**src/rtl/core/iprc_pkg.sv**
```systemverilog
package iprc_pkg;

    localparam int MAX_PACKET_BYTES = 2048;
    localparam int POS_W            = $clog2(MAX_PACKET_BYTES + 1);

    localparam int CFG_IDX_W  = 1;
    localparam int CFG_DATA_W = 16;

    localparam logic [15:0] PROBE_SRC_PORT_RESET  = 16'd56972;
    localparam logic [15:0] PROBE_BASE_PORT_RESET = 16'd33434;

    localparam int ADDR_FIRST       = 12;
    localparam int ADDR_LAST        = 15;
    localparam int ICMP_HDR_BYTES   = 8;
    localparam int MIN_PROBE_BYTES  = 28;
    localparam int UDP_PORT_BYTES   = 4;

    localparam logic [7:0] ICMP_TYPE_UNREACH  = 8'd3;
    localparam logic [7:0] ICMP_CODE_PORT     = 8'd3;
    localparam logic [7:0] ICMP_TYPE_TIME_EXC = 8'd11;
    localparam logic [7:0] ICMP_CODE_TTL      = 8'd0;

    typedef enum logic [CFG_IDX_W-1:0] {
        REG_PROBE_SRC_PORT  = 1'b0,
        REG_PROBE_BASE_PORT = 1'b1
    } cfg_reg_t;

    typedef enum logic [2:0] {
        CLASS_DEST_REACHED = 3'd0,
        CLASS_HOP          = 3'd1,
        CLASS_FOREIGN      = 3'd2,
        CLASS_UNEXPECTED   = 3'd3,
        CLASS_TRUNCATED    = 3'd4
    } reply_class_t;

    typedef struct packed {
        logic [5:0]  outer_hdr;
        logic [5:0]  inner_hdr;
        logic [7:0]  msg_type;
        logic [7:0]  msg_code;
        logic [31:0] addr;
        logic [15:0] udp_src;
        logic [15:0] udp_dst;
        logic [7:0]  offset;
    } capture_t;

endpackage

```
**src/rtl/core/iprc_if.sv**
```systemverilog
interface iprc_in_if;
    logic       valid;
    logic       ready;
    logic [7:0] packet_byte;
    logic       last_byte;
    logic [7:0] expected_port_offset;

    modport source (output valid, output packet_byte, output last_byte,
                    output expected_port_offset, input ready);
    modport sink   (input valid, input packet_byte, input last_byte,
                    input expected_port_offset, output ready);
endinterface

interface iprc_out_if;
    logic        valid;
    logic        ready;
    logic [2:0]  reply_class;
    logic [31:0] responder_address;

    modport source (output valid, output reply_class, output responder_address,
                    input ready);
    modport sink   (input valid, input reply_class, input responder_address,
                    output ready);
endinterface

```
**src/rtl/core/iprc_classify.sv**
```systemverilog
module iprc_classify
(
    input  logic [iprc_pkg::POS_W-1:0] bytes_used,
    input  iprc_pkg::capture_t         cap,
    input  logic [15:0]                probe_src_port,
    input  logic [15:0]                probe_base_port,
    output iprc_pkg::reply_class_t     reply_class
);
    import iprc_pkg::*;

    logic [POS_W-1:0] outer_len;
    logic [POS_W-1:0] min_len;
    logic [POS_W-1:0] payload_len;
    logic [POS_W-1:0] inner_need;
    logic [15:0]      expected_dst;
    logic             is_hop;
    logic             is_dest;
    logic             ports_match;

    assign outer_len    = POS_W'(cap.outer_hdr);
    assign min_len      = outer_len + POS_W'(ICMP_HDR_BYTES);
    assign payload_len  = bytes_used - outer_len;
    assign inner_need   = POS_W'(cap.inner_hdr) + POS_W'(ICMP_HDR_BYTES + UDP_PORT_BYTES);
    assign expected_dst = probe_base_port + 16'(cap.offset);
    assign is_hop       = (cap.msg_type == ICMP_TYPE_TIME_EXC) && (cap.msg_code == ICMP_CODE_TTL);
    assign is_dest      = (cap.msg_type == ICMP_TYPE_UNREACH) && (cap.msg_code == ICMP_CODE_PORT);
    assign ports_match  = (cap.udp_src == probe_src_port) && (cap.udp_dst == expected_dst);

    always_comb
    begin
        if (bytes_used < min_len)
            reply_class = CLASS_TRUNCATED;
        else if (!is_hop && !is_dest)
            reply_class = CLASS_UNEXPECTED;
        else if (payload_len < POS_W'(MIN_PROBE_BYTES) || payload_len < inner_need)
            reply_class = CLASS_TRUNCATED;
        else if (ports_match)
            reply_class = is_hop ? CLASS_HOP : CLASS_DEST_REACHED;
        else
            reply_class = CLASS_FOREIGN;
    end

endmodule

```
**src/rtl/core/icmp_probe_reply_classifier.sv**
```systemverilog
// Classifies a received IPv4 packet as a reply to a UDP traceroute probe. The
// packet arrives one byte per beat, most significant byte first, and a beat
// is taken in every cycle while the result register is empty or being drained.
// Each byte updates the byte count and the captured ICMP type/code, header
// lengths, embedded UDP ports and outer source address; the beat marked last
// registers one result (class and responder address), valid in the next cycle.
// Only the first MAX_PACKET_BYTES bytes of a packet are used. The only stall
// comes from the single result register when its result is not taken.
module icmp_probe_reply_classifier
(
    input  logic                            clk,
    input  logic                            rst_n,
    iprc_in_if.sink                         pkt,
    iprc_out_if.source                      res,
    input  logic                            cfg_we,
    input  logic [iprc_pkg::CFG_IDX_W-1:0]  cfg_index,
    input  logic [iprc_pkg::CFG_DATA_W-1:0] cfg_data
);
    import iprc_pkg::*;

    logic [15:0]      src_port_cfg_reg;
    logic [15:0]      base_port_cfg_reg;

    logic [POS_W-1:0] pos_reg;
    logic [POS_W-1:0] pos_next;
    capture_t         cap_reg;
    capture_t         cap_next;

    logic             res_valid_reg;
    logic             res_valid_next;
    reply_class_t     class_reg;
    reply_class_t     class_next;
    logic [31:0]      addr_reg;
    logic [31:0]      addr_next;

    logic             accept;
    logic             take;
    logic [POS_W-1:0] bytes_used;
    logic [POS_W-1:0] hdr_pos;
    logic [POS_W-1:0] inner_pos;
    logic [POS_W-1:0] ports_pos;
    capture_t         cur;
    reply_class_t     class_comb;

    assign pkt.ready  = !res_valid_reg || res.ready;
    assign accept     = pkt.valid && pkt.ready;
    assign take       = pos_reg < POS_W'(MAX_PACKET_BYTES);
    assign bytes_used = take ? pos_reg + POS_W'(1) : pos_reg;

    always_ff @(posedge clk or negedge rst_n)
    begin
        if (!rst_n)
        begin
            src_port_cfg_reg  <= PROBE_SRC_PORT_RESET;
            base_port_cfg_reg <= PROBE_BASE_PORT_RESET;
        end
        else if (cfg_we)
        begin
            case (cfg_reg_t'(cfg_index))
                REG_PROBE_SRC_PORT:  src_port_cfg_reg  <= cfg_data;
                REG_PROBE_BASE_PORT: base_port_cfg_reg <= cfg_data;
                default: ;
            endcase
        end
    end

    always_comb
    begin
        cur = (pos_reg == '0) ? '0 : cap_reg;
        if (pos_reg == '0)
        begin
            cur.offset    = pkt.expected_port_offset;
            cur.outer_hdr = {pkt.packet_byte[3:0], 2'b00};
        end
        if (pos_reg inside {[ADDR_FIRST:ADDR_LAST]})
        begin
            case (pos_reg[1:0])
                2'd0:    cur.addr[31:24] = pkt.packet_byte;
                2'd1:    cur.addr[23:16] = pkt.packet_byte;
                2'd2:    cur.addr[15:8]  = pkt.packet_byte;
                default: cur.addr[7:0]   = pkt.packet_byte;
            endcase
        end
        hdr_pos   = POS_W'(cur.outer_hdr);
        inner_pos = hdr_pos + POS_W'(ICMP_HDR_BYTES);
        if (pos_reg == hdr_pos)
            cur.msg_type = pkt.packet_byte;
        if (pos_reg == hdr_pos + POS_W'(1))
            cur.msg_code = pkt.packet_byte;
        if (pos_reg == inner_pos)
            cur.inner_hdr = {pkt.packet_byte[3:0], 2'b00};
        ports_pos = inner_pos + POS_W'(cur.inner_hdr);
        if (pos_reg == ports_pos)
            cur.udp_src[15:8] = pkt.packet_byte;
        if (pos_reg == ports_pos + POS_W'(1))
            cur.udp_src[7:0] = pkt.packet_byte;
        if (pos_reg == ports_pos + POS_W'(2))
            cur.udp_dst[15:8] = pkt.packet_byte;
        if (pos_reg == ports_pos + POS_W'(3))
            cur.udp_dst[7:0] = pkt.packet_byte;

        cap_next = (accept && take) ? cur : cap_reg;
        pos_next = pos_reg;
        if (accept)
            pos_next = pkt.last_byte ? '0 : bytes_used;
    end

    iprc_classify u_classify
    (
        .bytes_used      (bytes_used),
        .cap             (cap_next),
        .probe_src_port  (src_port_cfg_reg),
        .probe_base_port (base_port_cfg_reg),
        .reply_class     (class_comb)
    );

    always_comb
    begin
        res_valid_next = res_valid_reg && !res.ready;
        class_next     = class_reg;
        addr_next      = addr_reg;
        if (accept && pkt.last_byte)
        begin
            res_valid_next = 1'b1;
            class_next     = class_comb;
            addr_next      = cap_next.addr;
        end
    end

    always_ff @(posedge clk or negedge rst_n)
    begin
        if (!rst_n)
        begin
            pos_reg       <= '0;
            cap_reg       <= '0;
            res_valid_reg <= 1'b0;
        end
        else
        begin
            pos_reg       <= pos_next;
            cap_reg       <= cap_next;
            res_valid_reg <= res_valid_next;
        end
    end

    always_ff @(posedge clk)
    begin
        class_reg <= class_next;
        addr_reg  <= addr_next;
    end

    assign res.valid             = res_valid_reg;
    assign res.reply_class       = class_reg;
    assign res.responder_address = addr_reg;

    a_pos_bounded: assert property (@(posedge clk) disable iff (!rst_n)
        pos_reg <= POS_W'(MAX_PACKET_BYTES))
        else $error("byte count past packet limit");

    a_last_gives_result: assert property (@(posedge clk) disable iff (!rst_n)
        (pkt.valid && pkt.ready && pkt.last_byte) |=> res.valid)
        else $error("last beat gave no result");

    a_middle_no_result: assert property (@(posedge clk) disable iff (!rst_n)
        (pkt.valid && pkt.ready && !pkt.last_byte) |=> !res.valid)
        else $error("result without last beat");

    a_last_restarts: assert property (@(posedge clk) disable iff (!rst_n)
        (pkt.valid && pkt.ready && pkt.last_byte) |=> (pos_reg == '0))
        else $error("byte count not restarted after last beat");

    a_result_source: assert property (@(posedge clk) disable iff (!rst_n)
        $rose(res.valid) |-> $past(pkt.valid && pkt.ready && pkt.last_byte))
        else $error("result appeared without a last beat");

endmodule
```
**src/flat_wrapper.sv**
```systemverilog
// flat-port wrapper written by rule: the top's interface ports become plain ports
module icmp_probe_reply_classifier_flat import iprc_pkg::*;
  (clk, rst_n, cfg_we, cfg_index, cfg_data, pkt_valid, pkt_packet_byte, pkt_last_byte, pkt_expected_port_offset, pkt_ready, res_valid, res_reply_class, res_responder_address, res_ready);
  iprc_in_if pkt_i ();
  iprc_out_if res_i ();
  input  logic clk;
  input  logic rst_n;
  input  logic cfg_we;
  input  logic [iprc_pkg::CFG_IDX_W-1:0] cfg_index;
  input  logic [iprc_pkg::CFG_DATA_W-1:0] cfg_data;
  input wire logic [$bits(pkt_i.valid)-1:0] pkt_valid;
  input wire logic [$bits(pkt_i.packet_byte)-1:0] pkt_packet_byte;
  input wire logic [$bits(pkt_i.last_byte)-1:0] pkt_last_byte;
  input wire logic [$bits(pkt_i.expected_port_offset)-1:0] pkt_expected_port_offset;
  output wire logic [$bits(pkt_i.ready)-1:0] pkt_ready;
  output wire logic [$bits(res_i.valid)-1:0] res_valid;
  output wire logic [$bits(res_i.reply_class)-1:0] res_reply_class;
  output wire logic [$bits(res_i.responder_address)-1:0] res_responder_address;
  input wire logic [$bits(res_i.ready)-1:0] res_ready;
  assign pkt_i.valid = pkt_valid;
  assign pkt_i.packet_byte = pkt_packet_byte;
  assign pkt_i.last_byte = pkt_last_byte;
  assign pkt_i.expected_port_offset = pkt_expected_port_offset;
  assign pkt_ready = pkt_i.ready;
  assign res_valid = res_i.valid;
  assign res_reply_class = res_i.reply_class;
  assign res_responder_address = res_i.responder_address;
  assign res_i.ready = res_ready;
  icmp_probe_reply_classifier u_core (.clk(clk), .rst_n(rst_n), .pkt(pkt_i), .res(res_i), .cfg_we(cfg_we), .cfg_index(cfg_index), .cfg_data(cfg_data));
endmodule
```
**config.mk**
```make
export PLATFORM = sky130hd
export DESIGN_NAME = icmp_probe_reply_classifier_flat
export DESIGN_NICKNAME = d
export VERILOG_FILES = /design/src/rtl/core/iprc_pkg.sv /design/src/rtl/core/iprc_if.sv /design/src/rtl/core/iprc_classify.sv /design/src/rtl/core/icmp_probe_reply_classifier.sv /design/src/flat_wrapper.sv
export SDC_FILE = /design/constraint.sdc
export NUM_CORES = 1
export LEC_CHECK = 0
export ABC_AREA = 1
export BUFFER_PORTS_ARGS = -buffer_cell sky130_fd_sc_hd__buf_2
export CAP_MARGIN = 20
export CORE_UTILIZATION = 54
export CTS_BUF_LIST = sky130_fd_sc_hd__clkbuf_8
export DETAILED_ROUTE_END_ITERATION = 8
export GPL_TIMING_DRIVEN = 0
export PLACE_DENSITY = 0.85
export SETUP_SLACK_MARGIN = 0.02
export SLEW_MARGIN = 20
export SYNTH_ARGS = -nofsm -noshare
export SYNTH_HDL_FRONTEND = slang
export SYNTH_SLANG_ARGS = --single-unit
```
**constraint.sdc**
```tcl
create_clock -name clk -period 5 [get_ports clk]
set_input_delay 0.5 -clock clk [delete_from_list [all_inputs] [get_ports clk]]
set_output_delay 0.5 -clock clk [all_outputs]
set_load 0.01 [all_outputs]
```
==> results.cfg <==
[critical_path]
worstSetupEndpoint = u_core.res.reply_class[1]
worst_r2r_startpoint = u_core.pos_reg[1]
crit_start = u_core.pos_reg[1]
slowest_stage = dfrtp_2
worstReg2RegEnd = u_core.res.reply_class[1]
worstSetupPathType = reg2reg
worst-path-max-fanout = 8
endpoint_kind = flop
arrival_ns = 5.89
cp.required_ns = 5.23
critPathMaxStageDelay_ns = 0.45
r2r_slack_ns = -0.66
critPathLaunchType = flop
reg2regPathDepth = 41

[placed_design]
io_buffer_count = 75
dpl.cell_count = 1823
dp_hpwl_um = 21870
gp_congestion = 0.9297

[flow_run]
drv_cap = 0

[synthesis]
syn_area_mm2 = 0.01139
syn_avg_cell_area_um2 = 7.720
synth_edf_count = 35
synth.distinct_cells = 54
synth_seq_area_share_pct = 41.23
ys_ff_latch = 180
yosys.area.top_type = dfrtp_1
synthCells = 1476
synth.net_count = 1560
synth-main-ff-cell = dfrtp_1
synth_area_leaders = dfrtp_1 (29%), nand2_1 (12%), edfxtp_1 (9.2%), inv_1 (8.0%), nand3_1 (6.3%)
yosysTopAreaCellShare_pct = 28.55
async_flop_share_pct = 80.56
yosysWarnings = 0

[die]
die_y_um = 147.3
ios = 76
core_mm2 = 0.02043
die_x_um = 147.3
start_util_pct = 55.78
row_count = 52
dieArea_mm2 = 0.02169

[timing]
slew_headroom_pct = 48.21
fmax_mhz = 176.7
maxSlewViolCount = 0
period_share_pct = 113.2
layout_setup_ws_ns = -0.6609
fin_crit_ns = 5.661
worst_pin_slew_ns = 0.7768
hold_violations = 0
setup_viol = 2
fin_skew_ns = 0.02592
tns_ns = -1.275
rsz0062_at_grt = yes

[routing]
vias = 10630
vias_per_cell = 5.587
routed_wl_um = 31250
drc = 0
routedWlPerCell_um = 16.43
drtIter0Drc = 1082
dr.pass1.iters = 7
drtAntennaViolNets = 0

[global_routing]
track_usage_pct = 29.18
grt_pass1_wl_um = 49850
overflow = 0
antenna_found_initial = 0
grt_pass1_vias = 10120
grt_max_degree = 87

[worst_hold_path]
hold_depth = 3
min-delay-path-class = in2reg

[final_layout]
final_cells = 1902
final_nets = 1703
final_cell_mix = nand2_1 (352), inv_1 (238), nand3_1 (126), dfrtp_1 (126), nor2_1 (100)
layout_commonest_cell = nand2_1
area_delta_synth_final_pct = 17.22
drive_above_1_share_pct = 21.63
largest_reg_flops = 100
num_antenna_cells = 0

[clocking]
cts_max_path_buffers = 2
clock_latency_ns = 0.49
numCtsBuffers = 17
clock-root-buffer = clkbuf_8
path_clk_slew_ns = 0.12
cts-htree-levels = 4
cts_sinks = 180
cts_tree = done

[status]
violations = setup timing
status = complete, but fails checks

[pwr]
comb_power_share_pct = 53.5
p_sw_share_pct = 47.08
p_sw_mw = 2.945
power.density_mw_per_mm2 = 468.3
peakVddDrop_mv = 0.3123
p_leak_nw = 6.724
seqPwrFrac_pct = 29.6
p_clk_share_pct = 16.8
intPower_mw = 3.311
total_power_mw = 6.256
cell families (layout without fill, tap and decap cells):
logic type      count (synthesis)  count (layout)  share of synthesized area (%)
flops                         180             180                          41.23
fa+ha+maj                      45              45                          5.139
simple gates                  749             750                          31.02
xor+xnor                       45              45                          3.657
compound gates                166             166                          8.411
buf+inv                       283             438                          9.751
mux                             8               8                         0.7906
worst min path at each step:
| stage | start | to |
|---|---|---|
| 6_report | cfg_data[3] | u_core.src_port_cfg_reg[3] |
| 2_1_floorplan | rst_n | u_core.base_port_cfg_reg[0] |
| 5_1_grt | cfg_data[1] | u_core.base_port_cfg_reg[1] |
| 4_1_cts | cfg_data[3] | u_core.src_port_cfg_reg[3] |
| 3_3_place_gp | u_core.cap_reg[87] | u_core.cap_reg[87] |
| 3_5_place_dp | rst_n | u_core.res.valid |
cell usage after synthesis (all sizes together) (3+ instances only):
| cell type | n |
|---|---|
| a21oi | 27 |
| buf | 14 |
| clkbuf | 15 |
| clkinv | 3 |
| dfrtp | 130 |
| dfstp | 15 |
| edfxtp | 35 |
| fa | 3 |
| ha | 42 |
| inv | 251 |
| mux2 | 8 |
| nand2 | 398 |
| nand3 | 153 |
| nand3b | 18 |
| nand4 | 12 |
| nor2 | 133 |
| nor3 | 12 |
| nor4 | 3 |
| o211ai | 5 |
| o21ai | 81 |
| o22ai | 42 |
| or2 | 18 |
| xnor2 | 5 |
| xor2 | 40 |
power by group through the flow:
stage | Sequential [mW] | Combinational (mW) | Clock, mW
after floorplan | 1.85 | 2.31 | 0
after global placement | 1.87 | 2.85 | 0
after detailed placement | 1.88 | 2.95 | 0
after CTS | 1.85 | 3.08 | 1.06
after global routing | 1.87 | 3.73 | 1.12
final | 1.85 | 3.35 | 1.05
worst max-delay path, delay by kind of cell (launching register included):
kind / cells / cell delay [ns]
buffers and inverters: 7 / 0.59
adders and majority gates: 5 / 1.26
DFF: 1 / 0.45
AOI/OAI and AO/OA: 6 / 0.73
and+or+nand+nor: 23 / 2.35
repair_timing:
action	in CTS	in global routing
resized for setup	22	57
endpoints found under the setup margin	27	35
pin swaps	30	50
hold buffers	1	0
endpoints found under the hold margin	44	0
buffers inserted	23	22
cloned	1	0
per-stage QoR:
| stage | setup slack (ns) | utilization [%] | instance area (µm²) | hold slack [ns] |
|---|---|---|---|---|
| after CTS | -0.5284 | 63.55 | 12980 | 0.2341 |
| after floorplan | -0.004687 | - | 11500 | 0.2044 |
| after detailed placement | -0.9372 | 60.11 | 12280 | 0.4582 |
| after global routing | -0.9842 | 65.38 | 13360 | 0.2503 |
| final | -0.6609 | 65.38 | 13360 | 0.2456 |
| after global placement | -0.8807 | 59.79 | 12220 | 0.4531 |
area by class of cell:
cell class,instances,area [µm²]
multi-input combinational,1014,5949
clock inverter,15,190.2
inverter,254,963.4
tap,270,337.8
fill,1613,7073
timing repair buffer,123,817.0
sequential,180,4703
clock buffer,17,234.0
buffer,29,161.4
layer usage:
layer  track usage (%)  share of wire [%]  vias to the layer above
met3             4.938                8.1                      121
met4             17.37                4.4                        0
met5                 0                  0                        -
met2             47.12                 47                      559
li1                  -                  -                     5018
met1             36.82                 40                     4929
No activity file was read; power rests on OpenSTA's default activity.
